File: config.mk
export PLATFORM = sky130hd
export DESIGN_NAME = ffba_ctrl
export DESIGN_NICKNAME = d
export VERILOG_FILES = /design/src/ffba_pkg.sv /design/src/ffba_ctrl.sv
export SDC_FILE = /design/constraint.sdc
export NUM_CORES = 1
export LEC_CHECK = 0
export ABC_CLOCK_PERIOD_IN_PS = 6900
export BUFFER_PORTS_ARGS = -buffer_cell sky130_fd_sc_hd__buf_2
export CAP_MARGIN = 20
export CORE_UTILIZATION = 39
export CTS_CLUSTER_DIAMETER = 100
export DETAILED_ROUTE_END_ITERATION = 8
export PLACE_DENSITY = 0.74
export REMOVE_ABC_BUFFERS = 1
export SLEW_MARGIN = 20
export SYNTH_ARGS = -nofsm -noshare
export SYNTH_HDL_FRONTEND = slang
export SYNTH_SLANG_ARGS = --single-unit
File: constraint.sdc
create_clock -name clk -period 6.9 [get_ports clk]
set_input_delay 1.38 -clock clk [delete_from_list [all_inputs] [get_ports clk]]
set_output_delay 1.38 -clock clk [all_outputs]
set_load 0.05 [all_outputs]
File: src/ffba_pkg.sv
// ----------------------------------------------------------------------------
// ffba_pkg
// Shared types and constants of the first-fit block allocator.
// ----------------------------------------------------------------------------
package ffba_pkg;

	localparam int MAX_BLOCKS   = 64;
	localparam int HEAP_BYTES   = 65536;
	localparam int HEADER_BYTES = 32;

	localparam int IDX_W  = $clog2(MAX_BLOCKS);
	localparam int CNT_W  = $clog2(MAX_BLOCKS + 1);
	localparam int SIZE_W = 16;
	localparam int TOP_W  = $clog2(HEAP_BYTES + 1);
	localparam int NEED_W = TOP_W + 1;

	localparam logic [1:0] OP_ALLOC  = 2'd0;
	localparam logic [1:0] OP_FREE   = 2'd1;
	localparam logic [1:0] OP_RESIZE = 2'd2;

	localparam logic [1:0] STAT_OK      = 2'd0;
	localparam logic [1:0] STAT_NULL    = 2'd1;
	localparam logic [1:0] STAT_NOSPACE = 2'd2;
	localparam logic [1:0] STAT_BADH    = 2'd3;

	// search token handed from cell to cell
	typedef struct packed {
		logic              valid;
		logic              fit_found;
		logic [IDX_W-1:0]  fit_idx;
		logic [SIZE_W-1:0] fit_off;
		logic [SIZE_W-1:0] fit_size;
		logic              h_in_use;
		logic [SIZE_W-1:0] h_size;
		logic [SIZE_W-1:0] h_off;
	} token_t;

	// values every cell compares against during a scan
	typedef struct packed {
		logic [SIZE_W-1:0] req;
		logic [IDX_W-1:0]  bi;
		logic [CNT_W-1:0]  count;
	} scan_ctx_t;

	// table update broadcast at the end of a transaction
	typedef struct packed {
		logic              set_en;
		logic [IDX_W-1:0]  set_idx;
		logic              clr_en;
		logic [IDX_W-1:0]  clr_idx;
		logic              app_en;
		logic [IDX_W-1:0]  app_idx;
		logic [SIZE_W-1:0] app_size;
		logic [SIZE_W-1:0] app_off;
	} cell_wr_t;

endpackage

File: src/ffba_ctrl.sv
// ----------------------------------------------------------------------------
// ffba_ctrl
// Sequencer: launches the search token, decides the outcome and commits it.
// ----------------------------------------------------------------------------
module ffba_ctrl (
	input  logic                         clk,
	input  logic                         arst_n,
	input  logic                         start,
	output logic                         busy,
	input  logic [1:0]                   operation,
	input  logic [ffba_pkg::SIZE_W-1:0]  request_size,
	input  logic                         handle_valid,
	input  logic [ffba_pkg::IDX_W-1:0]   block_index,
	output logic                         done,
	output logic [1:0]                   status,
	output logic [ffba_pkg::IDX_W-1:0]   result_index,
	output logic [ffba_pkg::SIZE_W-1:0]  data_offset,
	output logic [ffba_pkg::SIZE_W-1:0]  block_capacity,
	output logic                         tail_released,
	output ffba_pkg::scan_ctx_t          ctx,
	output ffba_pkg::cell_wr_t           wr,
	output ffba_pkg::token_t             tok_head,
	input  ffba_pkg::token_t             tok_tail
);

	localparam logic ST_IDLE = 1'b0;
	localparam logic ST_SCAN = 1'b1;

	logic                          state_q;
	logic                          inj_q;
	logic [1:0]                    op_q;
	logic [ffba_pkg::SIZE_W-1:0]   req_q;
	logic                          hv_q;
	logic [ffba_pkg::IDX_W-1:0]    bi_q;
	logic [ffba_pkg::CNT_W-1:0]    count_q;
	logic [ffba_pkg::TOP_W-1:0]    top_q;
	logic [ffba_pkg::NEED_W-1:0]   need_q;
	logic                          done_q;
	logic [1:0]                    status_q;
	logic [ffba_pkg::IDX_W-1:0]    idx_q;
	logic [ffba_pkg::SIZE_W-1:0]   off_q;
	logic [ffba_pkg::SIZE_W-1:0]   cap_q;
	logic                          rel_q;

	logic                          accept;
	logic                          commit;
	logic                          req_zero;
	logic                          can_app;
	logic                          alloc_ok;
	logic                          tail_hit;
	logic [ffba_pkg::IDX_W-1:0]    a_idx;
	logic [ffba_pkg::SIZE_W-1:0]   a_off;
	logic [ffba_pkg::SIZE_W-1:0]   a_size;
	logic [ffba_pkg::TOP_W-1:0]    pop_top;
	logic                          do_alloc;
	logic                          grant;
	logic [1:0]                    st_n;
	logic [ffba_pkg::IDX_W-1:0]    idx_n;
	logic [ffba_pkg::SIZE_W-1:0]   off_n;
	logic [ffba_pkg::SIZE_W-1:0]   cap_n;
	logic                          rel_n;
	logic [ffba_pkg::CNT_W-1:0]    count_n;
	logic [ffba_pkg::TOP_W-1:0]    top_n;

	assign accept = start && !busy;
	assign busy   = state_q == ST_SCAN;
	assign commit = state_q == ST_SCAN && tok_tail.valid;

	assign ctx.req   = req_q;
	assign ctx.bi    = bi_q;
	assign ctx.count = count_q;

	always_comb begin
		tok_head       = '0;
		tok_head.valid = inj_q;
	end

	assign req_zero = req_q == '0;
	assign can_app  = count_q < ffba_pkg::CNT_W'(ffba_pkg::MAX_BLOCKS)
		&& need_q <= ffba_pkg::NEED_W'(ffba_pkg::HEAP_BYTES);
	assign alloc_ok = !req_zero && (tok_tail.fit_found || can_app);
	assign tail_hit = {1'b0, bi_q} + ffba_pkg::CNT_W'(1) == count_q;
	assign a_idx    = tok_tail.fit_found ? tok_tail.fit_idx : count_q[ffba_pkg::IDX_W-1:0];
	assign a_off    = tok_tail.fit_found ? tok_tail.fit_off : top_q[ffba_pkg::SIZE_W-1:0];
	assign a_size   = tok_tail.fit_found ? tok_tail.fit_size : req_q;
	assign pop_top  = top_q - ffba_pkg::TOP_W'(ffba_pkg::HEADER_BYTES)
		- ffba_pkg::TOP_W'(tok_tail.h_size);

	always_comb begin
		do_alloc = 1'b0;
		grant    = 1'b0;
		st_n     = ffba_pkg::STAT_OK;
		idx_n    = '0;
		off_n    = '0;
		cap_n    = '0;
		rel_n    = 1'b0;
		count_n  = count_q;
		top_n    = top_q;
		wr       = '0;
		unique case (op_q)
			ffba_pkg::OP_ALLOC: begin
				do_alloc = 1'b1;
			end
			ffba_pkg::OP_FREE: begin
				if (!hv_q) begin
					st_n = ffba_pkg::STAT_OK;
				end else if (!tok_tail.h_in_use) begin
					st_n = ffba_pkg::STAT_BADH;
				end else begin
					wr.clr_en  = 1'b1;
					wr.clr_idx = bi_q;
					idx_n      = bi_q;
					if (tail_hit) begin
						rel_n   = 1'b1;
						count_n = {1'b0, bi_q};
						top_n   = pop_top;
					end
				end
			end
			ffba_pkg::OP_RESIZE: begin
				if (!hv_q || req_zero) begin
					do_alloc = 1'b1;
				end else if (!tok_tail.h_in_use) begin
					st_n = ffba_pkg::STAT_BADH;
				end else if (tok_tail.h_size >= req_q) begin
					idx_n = bi_q;
					off_n = tok_tail.h_off + ffba_pkg::SIZE_W'(ffba_pkg::HEADER_BYTES);
					cap_n = tok_tail.h_size;
				end else if (!alloc_ok) begin
					st_n = ffba_pkg::STAT_NOSPACE;
				end else begin
					// grow: take the new block, then release the old one
					grant      = 1'b1;
					wr.clr_en  = 1'b1;
					wr.clr_idx = bi_q;
					if (tok_tail.fit_found && tail_hit) begin
						rel_n   = 1'b1;
						count_n = {1'b0, bi_q};
						top_n   = pop_top;
					end
				end
			end
			default: begin
				st_n = ffba_pkg::STAT_NULL;
			end
		endcase
		if (do_alloc) begin
			if (req_zero) begin
				st_n = ffba_pkg::STAT_NULL;
			end else if (!alloc_ok) begin
				st_n = ffba_pkg::STAT_NOSPACE;
			end else begin
				grant = 1'b1;
			end
		end
		if (grant) begin
			idx_n = a_idx;
			off_n = a_off + ffba_pkg::SIZE_W'(ffba_pkg::HEADER_BYTES);
			cap_n = a_size;
			if (tok_tail.fit_found) begin
				wr.set_en  = 1'b1;
				wr.set_idx = a_idx;
			end else begin
				wr.app_en   = 1'b1;
				wr.app_idx  = a_idx;
				wr.app_size = req_q;
				wr.app_off  = a_off;
				count_n     = count_q + ffba_pkg::CNT_W'(1);
				top_n       = need_q[ffba_pkg::TOP_W-1:0];
			end
		end
		if (!commit) begin
			wr = '0;
		end
	end

	always_ff @(posedge clk or negedge arst_n) begin
		if (!arst_n) begin
			state_q <= ST_IDLE;
			inj_q   <= 1'b0;
			done_q  <= 1'b0;
			count_q <= '0;
			top_q   <= '0;
		end else begin
			inj_q  <= accept;
			done_q <= commit;
			unique case (state_q)
				ST_IDLE: begin
					if (start) begin
						state_q <= ST_SCAN;
					end
				end
				ST_SCAN: begin
					if (tok_tail.valid) begin
						state_q <= ST_IDLE;
						count_q <= count_n;
						top_q   <= top_n;
					end
				end
				default: begin
					state_q <= ST_IDLE;
				end
			endcase
		end
	end

	always_ff @(posedge clk) begin
		if (accept) begin
			op_q  <= operation;
			req_q <= request_size;
			hv_q  <= handle_valid;
			bi_q  <= block_index;
		end
		need_q <= ffba_pkg::NEED_W'(top_q) + ffba_pkg::NEED_W'(ffba_pkg::HEADER_BYTES)
			+ ffba_pkg::NEED_W'(req_q);
		if (commit) begin
			status_q <= st_n;
			idx_q    <= idx_n;
			off_q    <= off_n;
			cap_q    <= cap_n;
			rel_q    <= rel_n;
		end
	end

	assign done           = done_q;
	assign status         = status_q;
	assign result_index   = idx_q;
	assign data_offset    = off_q;
	assign block_capacity = cap_q;
	assign tail_released  = rel_q;

	a_count_bound: assert property (@(posedge clk) disable iff (!arst_n)
		count_q <= ffba_pkg::CNT_W'(ffba_pkg::MAX_BLOCKS))
		else $error("block count above table depth");

	a_top_bound: assert property (@(posedge clk) disable iff (!arst_n)
		top_q <= ffba_pkg::TOP_W'(ffba_pkg::HEAP_BYTES))
		else $error("heap top above heap size");

	a_token_in_scan: assert property (@(posedge clk) disable iff (!arst_n)
		tok_tail.valid |-> state_q == ST_SCAN)
		else $error("search token arrived outside a scan");

	a_done_idle: assert property (@(posedge clk) disable iff (!arst_n)
		done_q |-> state_q == ST_IDLE && !inj_q)
		else $error("result strobe while a search is running");

	a_accept_launch: assert property (@(posedge clk) disable iff (!arst_n)
		accept |=> inj_q && state_q == ST_SCAN)
		else $error("accepted transaction did not launch a search");

endmodule

==> results of run 1 <==
## synth_stat cells, drive strengths merged (21+ instances only)
cell / number / area share, %
ha: 87 / 13
buf: 82 / 6.9
nand2: 78 / 3.4
inv: 72 / 3.1
nor2: 67 / 3.0
edfxtp: 66 / 23
o21ai: 56 / 3.3
a21oi: 51 / 3.0
mux2i: 33 / 3.8
nand3: 29 / 1.7
xnor2: 29 / 2.9
dfrtp: 27 / 7.8
and3: 24 / 1.8
clkbuf: 22 / 1.2
o22ai: 22 / 1.6
xor2: 21 / 2.1
## flip-flops by register name, indices dropped and copies added, names as in the netlist
signal,cells
tail_released,1
data_offset,16
block_capacity,16
op_q,2
req_q,16
need_q,18
count_q,7
top_q,17
hv_q,1
bi_q,6
done,1
result_index,6
status,2
inj_q,1
busy,1
## final cells by class
class	instances	share of cell area, %
Timing Repair Buffer	232	11.75
Multi-Input combinational cell	730	49.07
Inverter	73	2.738
Tap cell	280	3.500
Sequential cell	111	30.15
Antenna cell	2	0.05000
Clock inverter	4	0.2750
Clock buffer	12	2.462
## path summary, 6_finish.rpt
check                             start  depth (start not counted)  slack [ns]          to
max reg2reg                    req_q[5]                         11        2.56  count_q[2]
max                        tok_tail[16]                         12        1.07      wr[46]
min in group asynchronous        arst_n                          1        1.04   top_q[15]
max in group asynchronous        arst_n                          1        5.39        busy
min                          need_q[10]                          2        0.49   top_q[10]
min reg2reg                  need_q[10]                          2        0.49   top_q[10]
## per-stage QoR
stage               power (mW)  utilization, %  instance area, sq um  hold slack, ns
floorplan                2.367               -                  8202          0.4403
global placement         2.782           44.73                  9731          0.4778
detailed placement       2.823           44.73                  9731          0.4758
CTS                      3.347           45.99                 10000          0.4868
global route             3.600           46.00                 10010          0.5286
finish                   3.361           46.01                 10010          0.4868
## critical path, delay by kind of cell
kind | cells | cell delay (ns)
adders and majority gates | 1 | 0.26
AOI/OAI and AO/OA | 4 | 1.37
and+or+nand+nor | 4 | 1.00
buffers and inverters | 3 | 0.43
## kinds of logic after synthesis
logic type               after synthesis  share of synthesized area (%)
AND/OR/NAND/NOR                      273                          15.64
AO/OA/AOI/OAI                        211                          15.87
buffers and inverters                177                          11.27
flip-flops                           111                          34.95
adder cells (fa/ha/maj)               89                          13.07
XOR/XNOR                              50                          5.072
multiplexers                          35                          4.086
other                                  1                        0.04343
## report_power, final
| group | internal (mW) | total, mW | switching [mW] |
|---|---|---|---|
| logic | 0.654 | 1.77 | 1.12 |
| registers | 0.871 | 1.07 | 0.200 |
| clock network | 0.257 | 0.516 | 0.259 |
| total | 1.78 | 3.36 | 1.58 |
## placed cells by master (no fill, tap or decap), drive strengths merged, types with 6 or more instances in the layout
cell type,instances
and2,17
edfxtp,66
o21ai,56
conb,72
mux2i,33
dfxtp,18
ha,87
buf,232
nand3,29
clkbuf,12
a21oi,51
nand2,78
and3,24
a31oi,11
nor4,15
a21o,10
nor3,14
or3,9
dfrtp,27
a221oi,6
inv,74
nor2,67
a211o,6
xnor2,29
a22oi,6
o22ai,22
xor2,21
## metal layers
metal	wire length, um	global-route usage, %	vias up
met5	0	0	-
met4	792	10.20	0
met3	2001	2.831	51
met2	11970	35.18	392
met1	11200	30.76	3718
li1	-	-	3669
==> impl_results.md, run 1 <==
- Setup_tns: 0 ns
- Max cap viols: 0
- Sequential cell area fraction in the yosys report: approximately a third
- DP Wirelength: between 20 and 25 mm
- Largest net degree at the start of global routing: 51
- Status: complete, no violations
- Drt pass-1 iters: 5
- Post-route ant nets: 0
- Number of global-route vias before repair: 7074
- Yosys cell types: 78
- Final clock period utilization by the worst path: a little over four fifths
- Fin worst setup slack: 1.074 ns
- Area Overhead vs Synth: 15.93%
- Cell Count Post-Placement: 1426
- CTS Hold Buffers Added: 0
- GPL Wtd Cong: 0.9307
- Leakage: approximately 5 nW
- Filler instances: 2132
- Relative slew slack: 35.48%
- Non-filler cells, final: 1444
- CTS tree: yes
- PostCTS Resize Cnt: 0
- H-tree Lvls: 3
- Number of vias per cell: 5.422
- Final slew viol count: 0
- Number of synthesized flops with an enable pin: 66
- Worst-margin pin slew: 0.9678 ns
- Multi-input logic area: 0.004912 sq mm
- Worst Path Max Fanout: 17
- Starting Density: ~40%
- Max Fclk: 0.1716 GHz
- Initial DRC Count: 568
- CP most frequent cell: buf_2
- GR Overflow Total: 0
- Syn Inst Count: 947
- Detailed Route WL: 25.97 mm
- Total GRT Usage: 22.45%
- Vias: around 7800
- Worst hold path class: register to register
- IO Count: about 300
- CTS clk-pin slew, worst paths: 0.08 ns
- Cell Rows: 54
- DIE AREA: about 0.023 sq mm
- Slowest stage cell, crit path: o2111ai_1
- Crit path kind: input pin to output pin
- Nets: ~1300
- DR WL/cell: 17.99 um
- RSZ-0062 raised after global routing: false
- Share of layout cells above drive strength 1: between 20% and 30%
- Yosys warning count: 0
- Clk sinks: 111
- Reg area: 0.003018 sq mm
- Worst Path Required: roughly 5.5 ns
- Final count of negative-setup-slack endpoints: 0
- Post-Syn Area: 0.008635 sq mm
- Die H: 150.8 um
- Final hold vios: 0
- Clock skew: 0.01089 ns
- Cell-by-cell trace of the critical path: buf_2 -> inv_1 -> ha_1 -> nand2b_1 -> a31oi_1 -> o21ai_0 -> o2111ai_1 -> a31o_2 -> nand2_1 -> nor3_1 -> and2_1 -> buf_2
- Crit. End Element: output pin
- CP max stage delay: about 0.58 ns
- Minimum clock period: approximately 6 ns
- Clock buffer depth: 2
- Core Box Area: 0.02176 sq mm
- Residual DRC: 0
- Pwr dens: 335.8 mW/mm^2
- Number of synthesized register bits: 111
- Crit path DAT: approximately 4.5 ns
- CTS Buf Count: 9
- Post CTS Setup Buffer Count: 0
- Synth Area per Inst: 9.118 sq um
- Worst skew pair latency: 0.37 ns
- First-pass GRT wire length: 38.65 mm
- Horizontal die dimension: between 150 and 200 um
- Asr flop ratio synth: around 24%
- Port bufs: 226
- Initial antenna violation count: 1
- DP Worst Slack: 1.111 ns
- Clk root buf: clkbuf_16
- Synth Flop Type: edfxtp_1
- Peak supply drop: 0.1528 mV
- Critical path launch point type: input pin
Note: power is estimated with default switching activity, not from simulation.
==> run 2, diff against run 1 <==
ABC_CLOCK_PERIOD_IN_PS = 5480   (was 6900)
clock period = 5.48 ns   (was 6.9 ns; I/O delays follow)
==> run 2 against run 1 <==
Net effect: utilization is 0.64 points higher; hold slack better by 0.0096 ns; largest cell class unchanged; critical path depth did not move; wire length is essentially flat.
==> impl_results.md, run 2 (synthesis gave the netlist of run 1 again) <==
- Status: complete, no violations
- Clock buffer depth: 2 (unchanged)
- Nets: 1352 (+0.37%)
- IO Count: 299 (unchanged)
- Largest net degree at the start of global routing: 51 (unchanged)
- Crit. End Element: output pin
- Worst Path Max Fanout: 17 (unchanged)
- Max cap viols: 0 (unchanged)
- CTS clk-pin slew, worst paths: 0.08 ns (about the same)
- CTS Buf Count: 9 (unchanged)
- Core Box Area: 0.02176 sq mm (unchanged)
- Final clock period utilization by the worst path: 88.16%
- Worst Path Required: 4.38 ns (-1.14 ns)
- DP Wirelength: 20.41 mm (+0.57%)
- Share of layout cells above drive strength 1: 23.74% (+0.41 points)
- Clock skew: 0.009304 ns (-0.001587 ns)
- DR WL/cell: 17.93 um (-0.31%)
- Clk root buf: clkbuf_16
- Detailed Route WL: 25.98 mm (about the same)
- Post-Route Utilization: 46.65% (+0.64 points)
- Worst-margin pin slew: 0.8682 ns (-0.09964 ns)
- Critical path launch point type: input pin
- Post-route ant nets: 0 (unchanged)
- Initial antenna violation count: 1 (unchanged)
- Cell Rows: 54 (unchanged)
- Relative slew slack: 42.12% (+6.6 points)
- Final hold vios: 0 (unchanged)
- Post CTS Setup Buffer Count: 0 (unchanged)
- Die H: 150.8 um (unchanged)
- Drt pass-1 iters: 5 (unchanged)
- Filler instances: 2099 (-1.5%)
- Max Fclk: 0.2070 GHz
- Non-filler cells, final: 1449 (+0.35%)
- Largest Register: need_q
- First-pass GRT wire length: 38.30 mm (-0.93%)
- Int Power: 2.283 mW (+28%)
- Worst hold path class: register to register
- Clock power share: 16.0% (+0.6 points)
- Cell Count Post-Placement: 1431 (+0.35%)
- Largest registers: need_q: 18 flops, top_q: 17 flops
- Area Overhead vs Synth: 17.53%
- Multi-input logic area: 0.004912 sq mm (unchanged)
- H-tree Lvls: 3 (unchanged)
- Clk sinks: 111 (unchanged)
- RSZ-0062 raised after global routing: false
- CP max stage delay: 0.38 ns (-0.20 ns)
- CTS tree: yes
- PostCTS Resize Cnt: 0 (unchanged)
- Final slew viol count: 0 (unchanged)
- Slowest stage cell, crit path: a221oi_1
- Horizontal die dimension: 150.8 um (unchanged)
- Residual DRC: 0 (unchanged)
- Pwr dens: 420.9 mW/mm^2 (+25%)
- Leakage: 4.921 nW (+1.1%)
- Cell-by-cell trace of the critical path: buf_2 -> ha_1 -> a221oi_1 -> o21ai_0 -> a221oi_1 -> buf_4 -> a31o_2 -> nand2_1 -> nor3_1 -> buf_4 -> and2_1 -> buf_2
- NetSw: 1.989 mW (+26%)
- Hold depth: 2 (unchanged)
- FF-to-FF path depth: 9 (-2)
- Minimum clock period: 4.831 ns
- GPL Wtd Cong: 0.9532 (+2.4%)
- Number of vias per cell: 5.388 (-0.64%)
- Commonest non-fill, non-tap cell in the layout: buf_2
- Vias: 7807 (-0.29%)
- Final count of negative-setup-slack endpoints: 0 (unchanged)
- Peak supply drop: 0.1601 mV (+4.7%)
- Sequential share of power: 31.7% (-0.2 points)
- Crit path kind: input pin to output pin
- Number of flip-flops in the largest register: 18 (unchanged)
- Starting Density: 39.69% (unchanged)
- GR Overflow Total: 0 (unchanged)
- Crit path DAT: 3.74 ns (-0.71 ns)
- Total Power: 4.272 mW (+27%)
- Sw frac: 46.56% (-0.43 points)
- Most frequent cells in the layout: buf_2, ha_1, nand2_1
- Reg area: 0.003018 sq mm (unchanged)
- Initial DRC Count: 554 (-2.5%)
- Port bufs: 226 (unchanged)
- DIE AREA: 0.02274 sq mm (unchanged)
- Total GRT Usage: 22.24% (-0.20 points)
- Number of global-route vias before repair: 7162 (+1.2%)
- Gate power share: 52.4% (-0.4 points)
- CTS Hold Buffers Added: 0 (unchanged)
- Worst skew pair latency: 0.36 ns (about the same)
==> run 2: worst paths after layout <==
path	from	end	slack [ns]
max reg2reg	req_q[10]	block_capacity[14]	1.43
min	need_q[8]	top_q[8]	0.50
max	tok_tail[27]	wr[50]	0.65
max in group asynchronous	arst_n	count_q[4]	4.26
min reg2reg	need_q[8]	top_q[8]	0.50
min in group asynchronous	arst_n	top_q[15]	0.76
==> run 2: area by class of cell <==
type / count / area share (%)
clock buffers: 12 / 2.638
flip-flops and latches: 111 / 29.74
multi-input cells: 730 / 48.40
inverters: 73 / 2.700
well taps: 280 / 3.452
diodes: 2 / 0.04932
clock inverters: 4 / 0.3206
repair buffers: 237 / 12.70
==> run 2: power groups by stage <==
stage               combinational (mW)  sequential [mW]  clock (mW)
detailed placement                2.20             1.36           0
finish                            2.24             1.35       0.683
CTS                               2.22             1.34       0.698
global route                      2.49             1.37       0.724
global placement                  2.16             1.35           0
floorplan                         1.53             1.45           0
==> run 2: critical path: cells and delay by family <==
| family | cells | cell delay (ns) |
|---|---|---|
| AOI/OAI and AO/OA | 4 | 1.14 |
| buffers and inverters | 4 | 0.74 |
| and+or+nand+nor | 3 | 0.42 |
| adders and majority gates | 1 | 0.31 |
==> run 2: through the flow <==
stage	worst slack [ns]	setup TNS [ns]	area (sq um)	hold slack, ns
2_1_floorplan	-0.6775	-4.161	8202	0.4403
3_3_place_gp	0.7185	0	9843	0.4800
3_5_place_dp	0.6627	0	9843	0.4810
4_1_cts	0.6554	0	10140	0.4938
5_1_grt	0.4364	0	10150	0.5408
6_report	0.6490	0	10150	0.4964
==> run 2: per-layer routing <==
| layer | routed length (um) | track usage (%) |
|---|---|---|
| met2 | 11920 | 35.73 |
| met3 | 2263 | 3.373 |
| met5 | 0 | 0 |
| met4 | 873 | 10.55 |
| met1 | 10930 | 29.25 |
