[src/ffba_pkg.sv]
// ----------------------------------------------------------------------------
// ffba_pkg
// Shared types and constants of the first-fit block allocator.
// ----------------------------------------------------------------------------
package ffba_pkg;

	localparam int MAX_BLOCKS   = 64;
	localparam int HEAP_BYTES   = 65536;
	localparam int HEADER_BYTES = 32;

	localparam int IDX_W  = $clog2(MAX_BLOCKS);
	localparam int CNT_W  = $clog2(MAX_BLOCKS + 1);
	localparam int SIZE_W = 16;
	localparam int TOP_W  = $clog2(HEAP_BYTES + 1);
	localparam int NEED_W = TOP_W + 1;

	localparam logic [1:0] OP_ALLOC  = 2'd0;
	localparam logic [1:0] OP_FREE   = 2'd1;
	localparam logic [1:0] OP_RESIZE = 2'd2;

	localparam logic [1:0] STAT_OK      = 2'd0;
	localparam logic [1:0] STAT_NULL    = 2'd1;
	localparam logic [1:0] STAT_NOSPACE = 2'd2;
	localparam logic [1:0] STAT_BADH    = 2'd3;

	// search token handed from cell to cell
	typedef struct packed {
		logic              valid;
		logic              fit_found;
		logic [IDX_W-1:0]  fit_idx;
		logic [SIZE_W-1:0] fit_off;
		logic [SIZE_W-1:0] fit_size;
		logic              h_in_use;
		logic [SIZE_W-1:0] h_size;
		logic [SIZE_W-1:0] h_off;
	} token_t;

	// values every cell compares against during a scan
	typedef struct packed {
		logic [SIZE_W-1:0] req;
		logic [IDX_W-1:0]  bi;
		logic [CNT_W-1:0]  count;
	} scan_ctx_t;

	// table update broadcast at the end of a transaction
	typedef struct packed {
		logic              set_en;
		logic [IDX_W-1:0]  set_idx;
		logic              clr_en;
		logic [IDX_W-1:0]  clr_idx;
		logic              app_en;
		logic [IDX_W-1:0]  app_idx;
		logic [SIZE_W-1:0] app_size;
		logic [SIZE_W-1:0] app_off;
	} cell_wr_t;

endpackage

[src/ffba_cell.sv]
// ----------------------------------------------------------------------------
// ffba_cell
// One table entry plus one stage of the search token chain.
// ----------------------------------------------------------------------------
module ffba_cell (
	input  logic                      clk,
	input  logic                      arst_n,
	input  logic [ffba_pkg::IDX_W-1:0] cell_idx,
	input  ffba_pkg::scan_ctx_t       ctx,
	input  ffba_pkg::cell_wr_t        wr,
	input  ffba_pkg::token_t          tok_in,
	output ffba_pkg::token_t          tok_out
);

	logic [ffba_pkg::SIZE_W-1:0] size_q;
	logic [ffba_pkg::SIZE_W-1:0] off_q;
	logic                        in_use_q;
	logic                        valid_q;
	ffba_pkg::token_t            data_q;
	ffba_pkg::token_t            data_n;
	logic                        live;

	assign live = {1'b0, cell_idx} < ctx.count;

	always_comb begin
		data_n = tok_in;
		if (tok_in.valid && live) begin
			if (!in_use_q && size_q >= ctx.req && !tok_in.fit_found) begin
				data_n.fit_found = 1'b1;
				data_n.fit_idx   = cell_idx;
				data_n.fit_off   = off_q;
				data_n.fit_size  = size_q;
			end
			if (cell_idx == ctx.bi) begin
				data_n.h_in_use = in_use_q;
				data_n.h_size   = size_q;
				data_n.h_off    = off_q;
			end
		end
	end

	always_ff @(posedge clk or negedge arst_n) begin
		if (!arst_n) begin
			valid_q <= 1'b0;
		end else begin
			valid_q <= tok_in.valid;
		end
	end

	always_ff @(posedge clk) begin
		data_q <= data_n;
		if (wr.app_en && wr.app_idx == cell_idx) begin
			size_q   <= wr.app_size;
			off_q    <= wr.app_off;
			in_use_q <= 1'b1;
		end else if (wr.set_en && wr.set_idx == cell_idx) begin
			in_use_q <= 1'b1;
		end else if (wr.clr_en && wr.clr_idx == cell_idx) begin
			in_use_q <= 1'b0;
		end
	end

	always_comb begin
		tok_out       = data_q;
		tok_out.valid = valid_q;
	end

endmodule

[config.mk]
export PLATFORM = sky130hd
export DESIGN_NAME = ffba_cell
export DESIGN_NICKNAME = d
export VERILOG_FILES = /design/src/ffba_pkg.sv /design/src/ffba_cell.sv
export SDC_FILE = /design/constraint.sdc
export NUM_CORES = 1
export LEC_CHECK = 0
export ABC_AREA = 1
export BUFFER_PORTS_ARGS = -buffer_cell sky130_fd_sc_hd__buf_2
export CELL_PAD_IN_SITES_DETAIL_PLACEMENT = 0
export CELL_PAD_IN_SITES_GLOBAL_PLACEMENT = 1
export CORE_ASPECT_RATIO = 2
export CORE_UTILIZATION = 29
export CTS_CLUSTER_DIAMETER = 150
export DETAILED_ROUTE_END_ITERATION = 10
export GPL_ROUTABILITY_DRIVEN = 0
export GPL_TIMING_DRIVEN = 1
export PLACE_DENSITY_LB_ADDON = 0.1
export SETUP_SLACK_MARGIN = 0.4
export SLEW_MARGIN = 20
export SYNTH_ARGS = -nofsm -noshare
export SYNTH_HDL_FRONTEND = slang
export SYNTH_SLANG_ARGS = --single-unit
[constraint.sdc]
create_clock -name clk -period 1.84 [get_ports clk]
set_clock_uncertainty 0.1 [all_clocks]
set_input_delay 0.184 -clock clk [delete_from_list [all_inputs] [get_ports clk]]
set_output_delay 0.184 -clock clk [all_outputs]
set_load 0.02 [all_outputs]
==> results of run 1 <==
==> worst max path at each step <==
stage / startpoint / end / cells past startpoint
final: size_q[1] / tok_out[68] / 13
after global routing: size_q[1] / tok_out[46] / 13
after CTS: size_q[15] / tok_out[42] / 8
after detailed placement: size_q[15] / tok_out[58] / 9
after global placement: size_q[15] / tok_out[57] / 9
after floorplan: cell_idx[4] / off_q[0] / 5
==> through the flow <==
stage,util,std cells
after floorplan,-,493
after global placement,0.4094,932
after detailed placement,0.4094,932
after CTS,0.5298,1067
after global routing,0.5613,1082
final,0.5613,1082
==> metal layers <==
metal / wire [µm] / track usage
met4: 295 / 0.07309
met3: 740 / 0.04070
met2: 10250 / 0.4170
met1: 5936 / 0.1841
met5: 0 / 0
==> placed cells by master (no fill, tap or decap), types with 3 or more instances in the layout <==
cell type / Yosys / routed
inv_1: 34 / 31
ha_1: 21 / 14
o21ai_1: 1 / 25
ha_4: 0 / 6
inv_4: 0 / 3
o21ai_0: 38 / 8
buf_6: 4 / 14
nand4_1: 41 / 41
nand2_1: 174 / 123
buf_12: 0 / 10
inv_2: 3 / 4
buf_4: 5 / 28
xor2_1: 9 / 8
buf_2: 5 / 232
dlygate4sd3_1: 0 / 105
a21oi_1: 7 / 6
nor2_2: 0 / 3
o21ai_2: 0 / 6
dfxtp_1: 73 / 73
buf_16: 0 / 4
clkbuf_16: 0 / 17
xnor2_1: 4 / 4
nand2_4: 0 / 20
nand2_2: 0 / 31
edfxtp_1: 32 / 32
buf_8: 0 / 6
==> flip-flops by register name, summed over array words and instances, names as in the netlist <==
signal / flops
off_q: 16
in_use_q: 1
tok_out: 72
size_q: 16
valid_q: 1
==> power breakdown <==
group	internal (mW)	switching, mW
clock	1.12	0.956
sequential	2.54	0.0603
combinational	0.716	0.702
==> critical path: stages, from the launching register on <==
cell and delay, ns:
edfxtp_1 0.44, ha_4 0.30, nand2_1 0.06, nand3_2 0.05
nand2_1 0.05, nand2_1 0.07, nand2_1 0.07, nand2_2 0.07
nand2_2 0.07, a21oi_4 0.17, buf_12 0.16, clkbuf_16 0.15
nand4_1 0.08, nand2_1 0.08
==> cell families (layout without fill, tap and decap cells) <==
kind of cell | count (synthesis) | count (layout) | synth area share
fa+ha+maj | 21 | 21 | 0.05879
buf+inv | 64 | 458 | 0.06607
compound gates | 56 | 56 | 0.07111
simple gates | 233 | 233 | 0.2310
xor+xnor | 13 | 13 | 0.02548
flops | 106 | 106 | 0.5476
==> cell type report <==
class | count | area, µm² | area share
clock inverters | 5 | 46.29 | 0.005507
inverters | 37 | 143.9 | 0.01712
repair buffers | 405 | 3131 | 0.3724
clock buffers | 11 | 275.3 | 0.03274
multi-input cells | 323 | 2120 | 0.2521
well taps | 195 | 244.0 | 0.02902
flip-flops and latches | 106 | 2447 | 0.2911
==> repair_timing <==
item | in CTS | in global routing
setup endpoints to repair | 72 | 105
resized for setup | 68 | 59
cloned | 4 | 9
hold buffers | 105 | 0
pin swaps | 16 | 25
hold endpoints to repair | 105 | 0
setup buffers | 10 | 6
==> flow_metrics.py, run 1 <==
metrics = {
    "outcome": {
        "outcome": "complete, but fails checks",
        "violations": "setup timing",
    },
    "worst_hold_path": {
        "hp-class": "in2async",
    },
    "finish": {
        "diodes": 0,
        "finalNetCount": 1066,
        "stdcell_area_um2": 8407,
        "num-fill-cells": 1440,
        "area_growth_pct": 88.10,
        "drive_gt1_frac": 0.4555,
    },
    "yosys": {
        "synth_area_leader_cell": "dfxtp_1",
        "syn-instance-count": 493,
        "yosysUniqueCellTypes": 34,
        "yosysMostFrequentCell": "nand2_1",
        "avgSynthCellArea_um2": 9.065,
        "yosys-top-cells-count": "nand2_1, dfxtp_1, nand4_1, o21ai_0, inv_1",
        "yosysSeqAreaShare": 0.5476,
        "synth_edf_count": 32,
        "ys_async_sr_fraction": 0.009434,
        "synth.area.top_cells": "dfxtp_1, edfxtp_1, nand2_1, ha_1, nand4_1",
        "synthFlopType": "dfxtp_1",
        "synthesis.nets": 677,
        "syn-cell-area_um2": 4469,
        "ys_seq_elements": 106,
        "ys_warn_count": 0,
        "synth_top_area_frac": 0.3270,
    },
    "floorplan": {
        "die_area_um2": 15940,
        "die_w_um": 89.78,
        "initial_utilization": 0.2984,
        "ioPinCount": 236,
        "rows": 63,
        "die-height_um": 177.6,
        "core_area_um2": 14980,
    },
    "setup_path": {
        "worst_setup_path_end_kind": "register",
        "r2r-start": "size_q[1]",
        "crit_path_max_fanout": 6,
        "critPathKind": "reg2reg",
        "critPathArrivalTime_ns": 2.16,
        "critPathRequiredTime_ns": 2.03,
        "critPathLaunchType": "register",
        "reg2reg_slack_ns": -0.13,
        "reg2reg_to": "tok_out[68]",
        "ff2ff_path_depth": 13,
    },
    "place": {
        "place_area_um2": 6131,
        "hpwl_um": 11260,
        "dp_slack_ns": -0.2022,
        "port_buffers": 235,
    },
    "grt": {
        "grt_max_degree": 40,
        "grt_pass1_vias": 5094,
        "antenna_found_initial": 0,
        "grt_use_total": 0.1998,
        "grt-ovfl-total": 0,
        "grt_pass1_wl_um": 24340,
    },
    "sta": {
        "tightestPinTransition_ns": 0.5302,
        "hold_viol": 0,
        "final.setup.worst_slack_ns": -0.1283,
        "period_minus_slack_ns": 1.968,
        "setup_violations": 39,
        "fmax_mhz": 508.1,
        "max_slew_margin": 0.6433,
        "hold_ws_ns": 0.03394,
        "totalNegativeSetupSlack_ns": -3.918,
        "fin_crit_sh": 1.070,
        "drv_slew": 0,
        "rsz0062_at_grt": "true",
    },
    "drt": {
        "vias": 4866,
        "routed_wl_um": 17230,
        "ant_nets": 0,
        "viasPerCell": 4.497,
        "detail_route.wl_per_cell_um": 15.92,
        "first_pass_iters": 4,
        "drc": 0,
        "drtIter0Drc": 111,
    },
    "pwr": {
        "p_per_area_nw_per_um2": 724.6,
        "irDropWorstVdd_v": 0.0004056,
        "total_power_mw": 6.092,
        "power.leakage_nw": 4.163,
    },
    "cts": {
        "clockBufferDepth": 2,
        "cts-root-buf": "clkbuf_16",
        "insertion_delay_ns": 0.35,
        "cts.reportedPaths.clkPinSlew_ns": 0.08,
        "htree_levels": 3,
        "clkSinkCount": 106,
        "cts_buffers": 9,
        "cts_tree": "done",
    },
    "flow_run": {
        "cap_violations": 0,
    },
}
(Power assumes the default switching activity.)
==> run 2, diff against run 1 <==
--- a/config.mk
+++ b/config.mk
@@ -5,15 +5,13 @@
 export SDC_FILE = /design/constraint.sdc
 export NUM_CORES = 1
 export LEC_CHECK = 0
-export ABC_AREA = 1
 export BUFFER_PORTS_ARGS = -buffer_cell sky130_fd_sc_hd__buf_2
 export CELL_PAD_IN_SITES_DETAIL_PLACEMENT = 0
 export CELL_PAD_IN_SITES_GLOBAL_PLACEMENT = 1
 export CORE_ASPECT_RATIO = 2
-export CORE_UTILIZATION = 29
+export CORE_UTILIZATION = 30
 export CTS_CLUSTER_DIAMETER = 150
 export DETAILED_ROUTE_END_ITERATION = 10
-export GPL_ROUTABILITY_DRIVEN = 0
 export GPL_TIMING_DRIVEN = 1
 export PLACE_DENSITY_LB_ADDON = 0.1
 export SETUP_SLACK_MARGIN = 0.4
==> run 2 against run 1 <==
Compared with the run above:
- the run still ends with setup timing left
- sequential share of layout area rose by 2.1 points
- area after synthesis down 4.8%
- global-route usage shrank 2.8 points
- sequential cell count unchanged
- maximum frequency down 19%
- power shrank 11%
- routed wire length decreased by 24%
==> flow_metrics.py, run 2 <==
metrics = {
    "cts": {
        "cts.reportedPaths.clkPinSlew_ns": 0.07,
        "cts-root-buf": "clkbuf_16",
        "htree_levels": 3,
        "clockBufferDepth": 2,
        "insertion_delay_ns": 0.34,
        "cts_tree": "done",
        "cts_buffers": 9,
        "clkSinkCount": 106,
    },
    "sta": {
        "fin_crit_sh": 1.325,
        "period_minus_slack_ns": 2.438,
        "fmax_mhz": 410.2,
        "rsz0062_at_grt": "true",
        "hold_viol": 0,
        "drv_slew": 0,
        "max_slew_margin": 0.7164,
        "hold_ws_ns": 0.04686,
        "setup_violations": 39,
        "totalNegativeSetupSlack_ns": -21.77,
        "final.setup.worst_slack_ns": -0.5981,
        "tightestPinTransition_ns": 0.4210,
    },
    "floorplan": {
        "rows": 61,
        "core_area_um2": 13890,
        "die-height_um": 170.5,
        "ioPinCount": 236,
        "initial_utilization": 0.3064,
        "die_area_um2": 14700,
        "die_w_um": 86.23,
    },
    "drt": {
        "first_pass_iters": 4,
        "detail_route.wl_per_cell_um": 14.69,
        "routed_wl_um": 13030,
        "viasPerCell": 4.170,
        "ant_nets": 0,
        "drtIter0Drc": 49,
        "vias": 3699,
        "drc": 0,
    },
    "yosys": {
        "synth.area.top_cells": "dfxtp_1, edfxtp_1, mux2_2, mux2_4, ha_1",
        "avgSynthCellArea_um2": 14.09,
        "synth_top_area_frac": 0.3433,
        "syn-instance-count": 302,
        "ys_seq_elements": 106,
        "synthesis.nets": 486,
        "yosysUniqueCellTypes": 34,
        "synthFlopType": "dfxtp_1",
        "synth_edf_count": 32,
        "syn-cell-area_um2": 4257,
        "ys_async_sr_fraction": 0.009434,
        "synth_area_leader_cell": "dfxtp_1",
        "yosysMostFrequentCell": "dfxtp_1",
        "yosysSeqAreaShare": 0.5750,
        "yosys-top-cells-count": "dfxtp_1, mux2_2, edfxtp_1, inv_1, ha_1",
        "ys_warn_count": 0,
    },
    "setup_path": {
        "critPathLaunchType": "register",
        "worst_setup_path_end_kind": "register",
        "reg2reg_to": "tok_out[52]",
        "critPathRequiredTime_ns": 1.97,
        "critPathArrivalTime_ns": 2.57,
        "ff2ff_path_depth": 8,
        "reg2reg_slack_ns": -0.60,
        "crit_path_max_fanout": 7,
        "critPathKind": "reg2reg",
        "r2r-start": "size_q[14]",
    },
    "worst_hold_path": {
        "hp-class": "in2async",
    },
    "finish": {
        "area_growth_pct": 84.01,
        "largest_register_ffs": 72,
        "drive_gt1_frac": 0.5702,
        "final_common_cell": "buf_2",
        "instances_no_fill": 887,
        "finalNetCount": 877,
        "stdcell_area_um2": 7833,
        "diodes": 0,
        "final_cell_mix": "buf_2, dlygate4sd3_1, dfxtp_1",
    },
    "grt": {
        "grt_pass1_wl_um": 19030,
        "antenna_found_initial": 0,
        "grt_use_total": 0.1718,
        "grt_max_degree": 19,
        "grt_pass1_vias": 4036,
        "grt-ovfl-total": 0,
    },
    "flow_run": {
        "cap_violations": 0,
    },
    "outcome": {
        "violations": "setup timing",
        "outcome": "complete, but fails checks",
    },
    "place": {
        "hpwl_um": 9044,
        "place_inst": 746,
        "place_area_um2": 6111,
        "port_buffers": 235,
        "place_congestion": 0.7523,
    },
    "pwr": {
        "total_power_mw": 5.396,
        "power.leakage_nw": 3.731,
        "p_per_area_nw_per_um2": 688.9,
        "irDropWorstVdd_v": 0.0004164,
    },
}
[run 2: changes by cell type after synthesis, sizes merged, moves of 7 or more]
cell | previous run | this run
nand2 | 174 | 2
o21ai | 39 | 8
xnor2 | 4 | 11
mux2 | 0 | 71
nand4 | 43 | 4
inv | 37 | 24
clkbuf | 13 | 5
[run 2: cell families (layout without fill, tap and decap cells)]
family	count (synthesis)	in the layout	synth area share
flops	106	106	0.5750
mux	71	71	0.2055
fa+ha+maj	21	21	0.06173
xor+xnor	24	24	0.04938
compound gates	21	21	0.03263
simple gates	20	20	0.02939
buf+inv	39	435	0.04645
[run 2: metal layers]
| layer | up-vias | track usage | routed length [µm] |
|---|---|---|---|
| li1 | 1844 | - | - |
| met1 | 1697 | 0.1582 | 4478 |
| met2 | 146 | 0.3509 | 7613 |
| met3 | 12 | 0.03928 | 755 |
| met4 | 0 | 0.06014 | 179 |
| met5 | - | 0 | 0 |
[run 2: worst max path at each step]
stage	start	endpoint	slack, ns	depth (start not counted)
3_3_place_gp	size_q[14]	tok_out[57]	-0.62	8
4_1_cts	size_q[9]	tok_out[37]	-0.59	8
6_report	size_q[14]	tok_out[52]	-0.60	8
3_5_place_dp	size_q[5]	tok_out[38]	-0.64	8
2_1_floorplan	size_q[14]	tok_out[51]	-0.48	9
5_1_grt	size_q[14]	tok_out[52]	-0.69	8
[run 2: stage by stage]
stage                 util  setup slack (ns)
CTS                 0.5520           -0.5925
detailed placement  0.4399           -0.6429
floorplan                -           -0.4839
global route        0.5639           -0.6864
global placement    0.4399           -0.6158
finish              0.5639           -0.5981
[run 2: report_power, final]
group / switching (mW) / leakage, nW / internal [mW]
Clock: 0.885 / 0.131 / 0.936
Sequential: 0.0321 / 0.915 / 2.51
Combinational: 0.416 / 2.68 / 0.613
Total: 1.33 / 3.73 / 4.06
[run 2: repair_timing]
action,in CTS,in global routing
hold buffers,106,0
setup endpoints to repair,97,104
endpoints found under the hold margin,106,0
gates cloned,3,3
setup buffers,4,9
resized for setup,25,11
pin swaps,5,5
[run 2: cell type report]
class                      count  area (µm²)
timing repair buffer         395        2870
sequential                   106        2447
inverter                      24       105.1
clock inverter                 6       48.80
tap                          189       236.5
fill                        1239        6058
clock buffer                  10       229.0
multi-input combinational    157        1896
[run 2: worst max-delay path: stages (launching register included)]
cell,delay (ns)
edfxtp_1,0.40
ha_1,0.32
and4_4,0.24
nand4_1,0.09
a2111oi_2,0.33
a211o_2,0.19
nand3_4,0.14
clkbuf_16,0.21
mux2_4,0.30
==> run 3, diff against run 2 <==
--- a/config.mk
+++ b/config.mk
@@ -9,6 +9,7 @@
 export CELL_PAD_IN_SITES_DETAIL_PLACEMENT = 0
 export CELL_PAD_IN_SITES_GLOBAL_PLACEMENT = 1
 export CORE_ASPECT_RATIO = 2
+export CORE_MARGIN = 10
 export CORE_UTILIZATION = 30
 export CTS_CLUSTER_DIAMETER = 150
 export DETAILED_ROUTE_END_ITERATION = 10
==> run 3 against run 2 <==
Compared with the run above:
- the run still ends with setup timing left
- cell count decreased by 0.68%
- die area grew 34%
- sequential share of layout area up 0.48 points
- routed wire length rose by 13%
- largest cell class unchanged
- worst setup slack improved by 0.015 ns
- maximum frequency increased by 0.61%
- first-iteration DRC count fell by 2.0%
- sequential cell count stayed put
==> flow_metrics.py, run 3 (synthesized netlist as in run 2, its figures left out) <==
metrics = {
    "outcome": {
        "outcome": "complete, but fails checks",
        "violations": "setup timing",
    },
    "setup_path": {
        "ff2ff_path_depth": 9,
        "reg2reg_slack_ns": -0.58,
        "critPathLaunch": "size_q[0]",
        "reg2reg_to": "tok_out[49]",
        "worstSetupEndpoint": "tok_out[49]",
        "crit_path_max_fanout": 13,
        "critPathArrivalTime_ns": 2.55,
        "critPathLaunchType": "register",
        "worst_setup_path_end_kind": "register",
        "critPathRequiredTime_ns": 1.97,
        "critPathKind": "reg2reg",
        "r2r-start": "size_q[0]",
    },
    "cts": {
        "cts_tree": "done",
        "cts_buffers": 9,
        "htree_levels": 3,
        "insertion_delay_ns": 0.35,
        "clkSinkCount": 106,
        "cts-root-buf": "clkbuf_16",
        "cts.reportedPaths.clkPinSlew_ns": 0.08,
        "clockBufferDepth": 2,
    },
    "pwr": {
        "p_int_mw": 4.060,
        "switchingPower_mw": 1.333,
        "p_comb_frac": 0.189,
        "p_seq_frac": 0.472,
        "clockPowerShare": 0.338,
        "power.leakage_nw": 3.672,
        "p_per_area_nw_per_um2": 699.1,
        "total_power_mw": 5.393,
        "p_sw_frac": 0.2472,
        "irDropWorstVdd_v": 0.0004007,
    },
    "drt": {
        "drtIter0Drc": 48,
        "first_pass_iters": 4,
        "ant_nets": 0,
        "detail_route.wl_per_cell_um": 16.69,
        "viasPerCell": 4.187,
        "routed_wl_um": 14710,
        "vias": 3689,
        "drc": 0,
    },
    "finish": {
        "final_util": 0.5553,
        "multi_input_comb_area_um2": 1872,
        "final_common_cell": "buf_2",
        "instances_no_fill": 881,
        "final_cell_mix": "buf_2, dlygate4sd3_1, dfxtp_1",
        "area_growth_pct": 81.22,
        "ff_latch_area_um2": 2447,
        "finalNetCount": 870,
        "largest_register_ffs": 72,
        "drive_gt1_frac": 0.5615,
        "stdcell_area_um2": 7714,
        "num-fill-cells": 1235,
    },
    "flow_run": {
        "cap_violations": 0,
    },
    "sta": {
        "fin_crit_sh": 1.317,
        "drv_slew": 0,
        "totalNegativeSetupSlack_ns": -21.43,
        "final.setup.worst_slack_ns": -0.5834,
        "period_minus_slack_ns": 2.423,
        "rsz0062_at_grt": "true",
        "max_slew_margin": 0.7568,
        "setup_violations": 44,
        "tightestPinTransition_ns": 0.3609,
        "fmax_mhz": 412.6,
        "hold_viol": 0,
    },
    "grt": {
        "met1_usage": 0.1403,
        "grt-ovfl-total": 0,
        "grt_most_used_layer": "met2",
        "grt_use_total": 0.1457,
        "grt_pass1_wl_um": 22890,
        "use_met2": 0.2824,
        "grt_util_met3": 0.04921,
        "antenna_found_initial": 1,
        "grt_pass1_vias": 4297,
        "grt_max_degree": 34,
    },
    "floorplan": {
        "rows": 61,
        "die_w_um": 104.2,
        "initial_utilization": 0.3064,
        "ioPinCount": 236,
        "core_area_um2": 13890,
        "die-height_um": 188.5,
        "die_area_um2": 19640,
    },
    "place": {
        "place_area_um2": 6118,
        "place_inst": 747,
        "place_congestion": 0.6981,
        "hpwl_um": 11230,
        "port_buffers": 235,
    },
    "worst_hold_path": {
        "hp-class": "in2async",
    },
}
==> run 3: changes by cell type in the layout (fill, tap and decap cells not counted), moves of 2 or more <==
cell	change
buf_6	-3
clkinvlp_4	-2
buf_4	-3
clkinv_4	+2
==> run 3: worst min-delay path by stage <==
stage / from / endpoint / slack (ns) / depth (start not counted)
2_1_floorplan: arst_n / valid_q / -0.21 / 0
3_3_place_gp: arst_n / valid_q / -0.14 / 1
3_5_place_dp: arst_n / valid_q / -0.14 / 1
4_1_cts: arst_n / valid_q / 0.02 / 2
5_1_grt: arst_n / valid_q / 0.04 / 2
6_report: arst_n / valid_q / 0.03 / 2
==> run 3: through the flow <==
stage	hold slack, ns	setup slack (ns)
after floorplan	-0.2116	-0.4839
after global placement	-0.1402	-0.5634
after detailed placement	-0.1403	-0.6293
after CTS	0.02149	-0.5774
after global routing	0.04128	-0.7024
final	0.03258	-0.5834
==> run 3: area by class of cell <==
cell class                 count  share of cell area
antenna                        1           0.0003244
clock buffer                  11             0.03017
clock inverter                 5            0.006002
inverter                      24             0.01330
multi-input combinational    157              0.2427
sequential                   106              0.3173
tap                          189             0.03066
timing repair buffer         388              0.3596
==> run 3: repair_timing <==
item,CTS,global route
endpoints found under the hold margin,106,0
hold buffers,106,0
buffers inserted,6,2
endpoints found under the setup margin,72,86
gates resized for setup,23,3
pin swaps,5,5
gates cloned,2,1
==> run 3: layer usage <==
layer / up-vias / wire [µm]
met5: - / 0
met4: 0 / 197
met3: 12 / 1060
met2: 148 / 8108
met1: 1702 / 5339
li1: 1827 / -
==> run 3: critical path, stage by stage, from the launching register on <==
cell and delay, ns:
edfxtp_1 0.40, inv_1 0.07, ha_1 0.21, nand2b_4 0.14, a2111oi_4 0.31, a2111oi_2 0.07
a211o_2 0.36, nand3_4 0.11, buf_12 0.18, mux2_2 0.35
==> run 3: power groups by stage <==
stage / Clock (mW) / Combinational, mW / Sequential [mW]
final: 1.82 / 1.02 / 2.55
after global placement: 0 / 0.803 / 2.60
after detailed placement: 0 / 0.813 / 2.60
after floorplan: 0 / 0.329 / 2.72
after CTS: 1.90 / 1.03 / 2.55
after global routing: 1.98 / 1.11 / 2.56
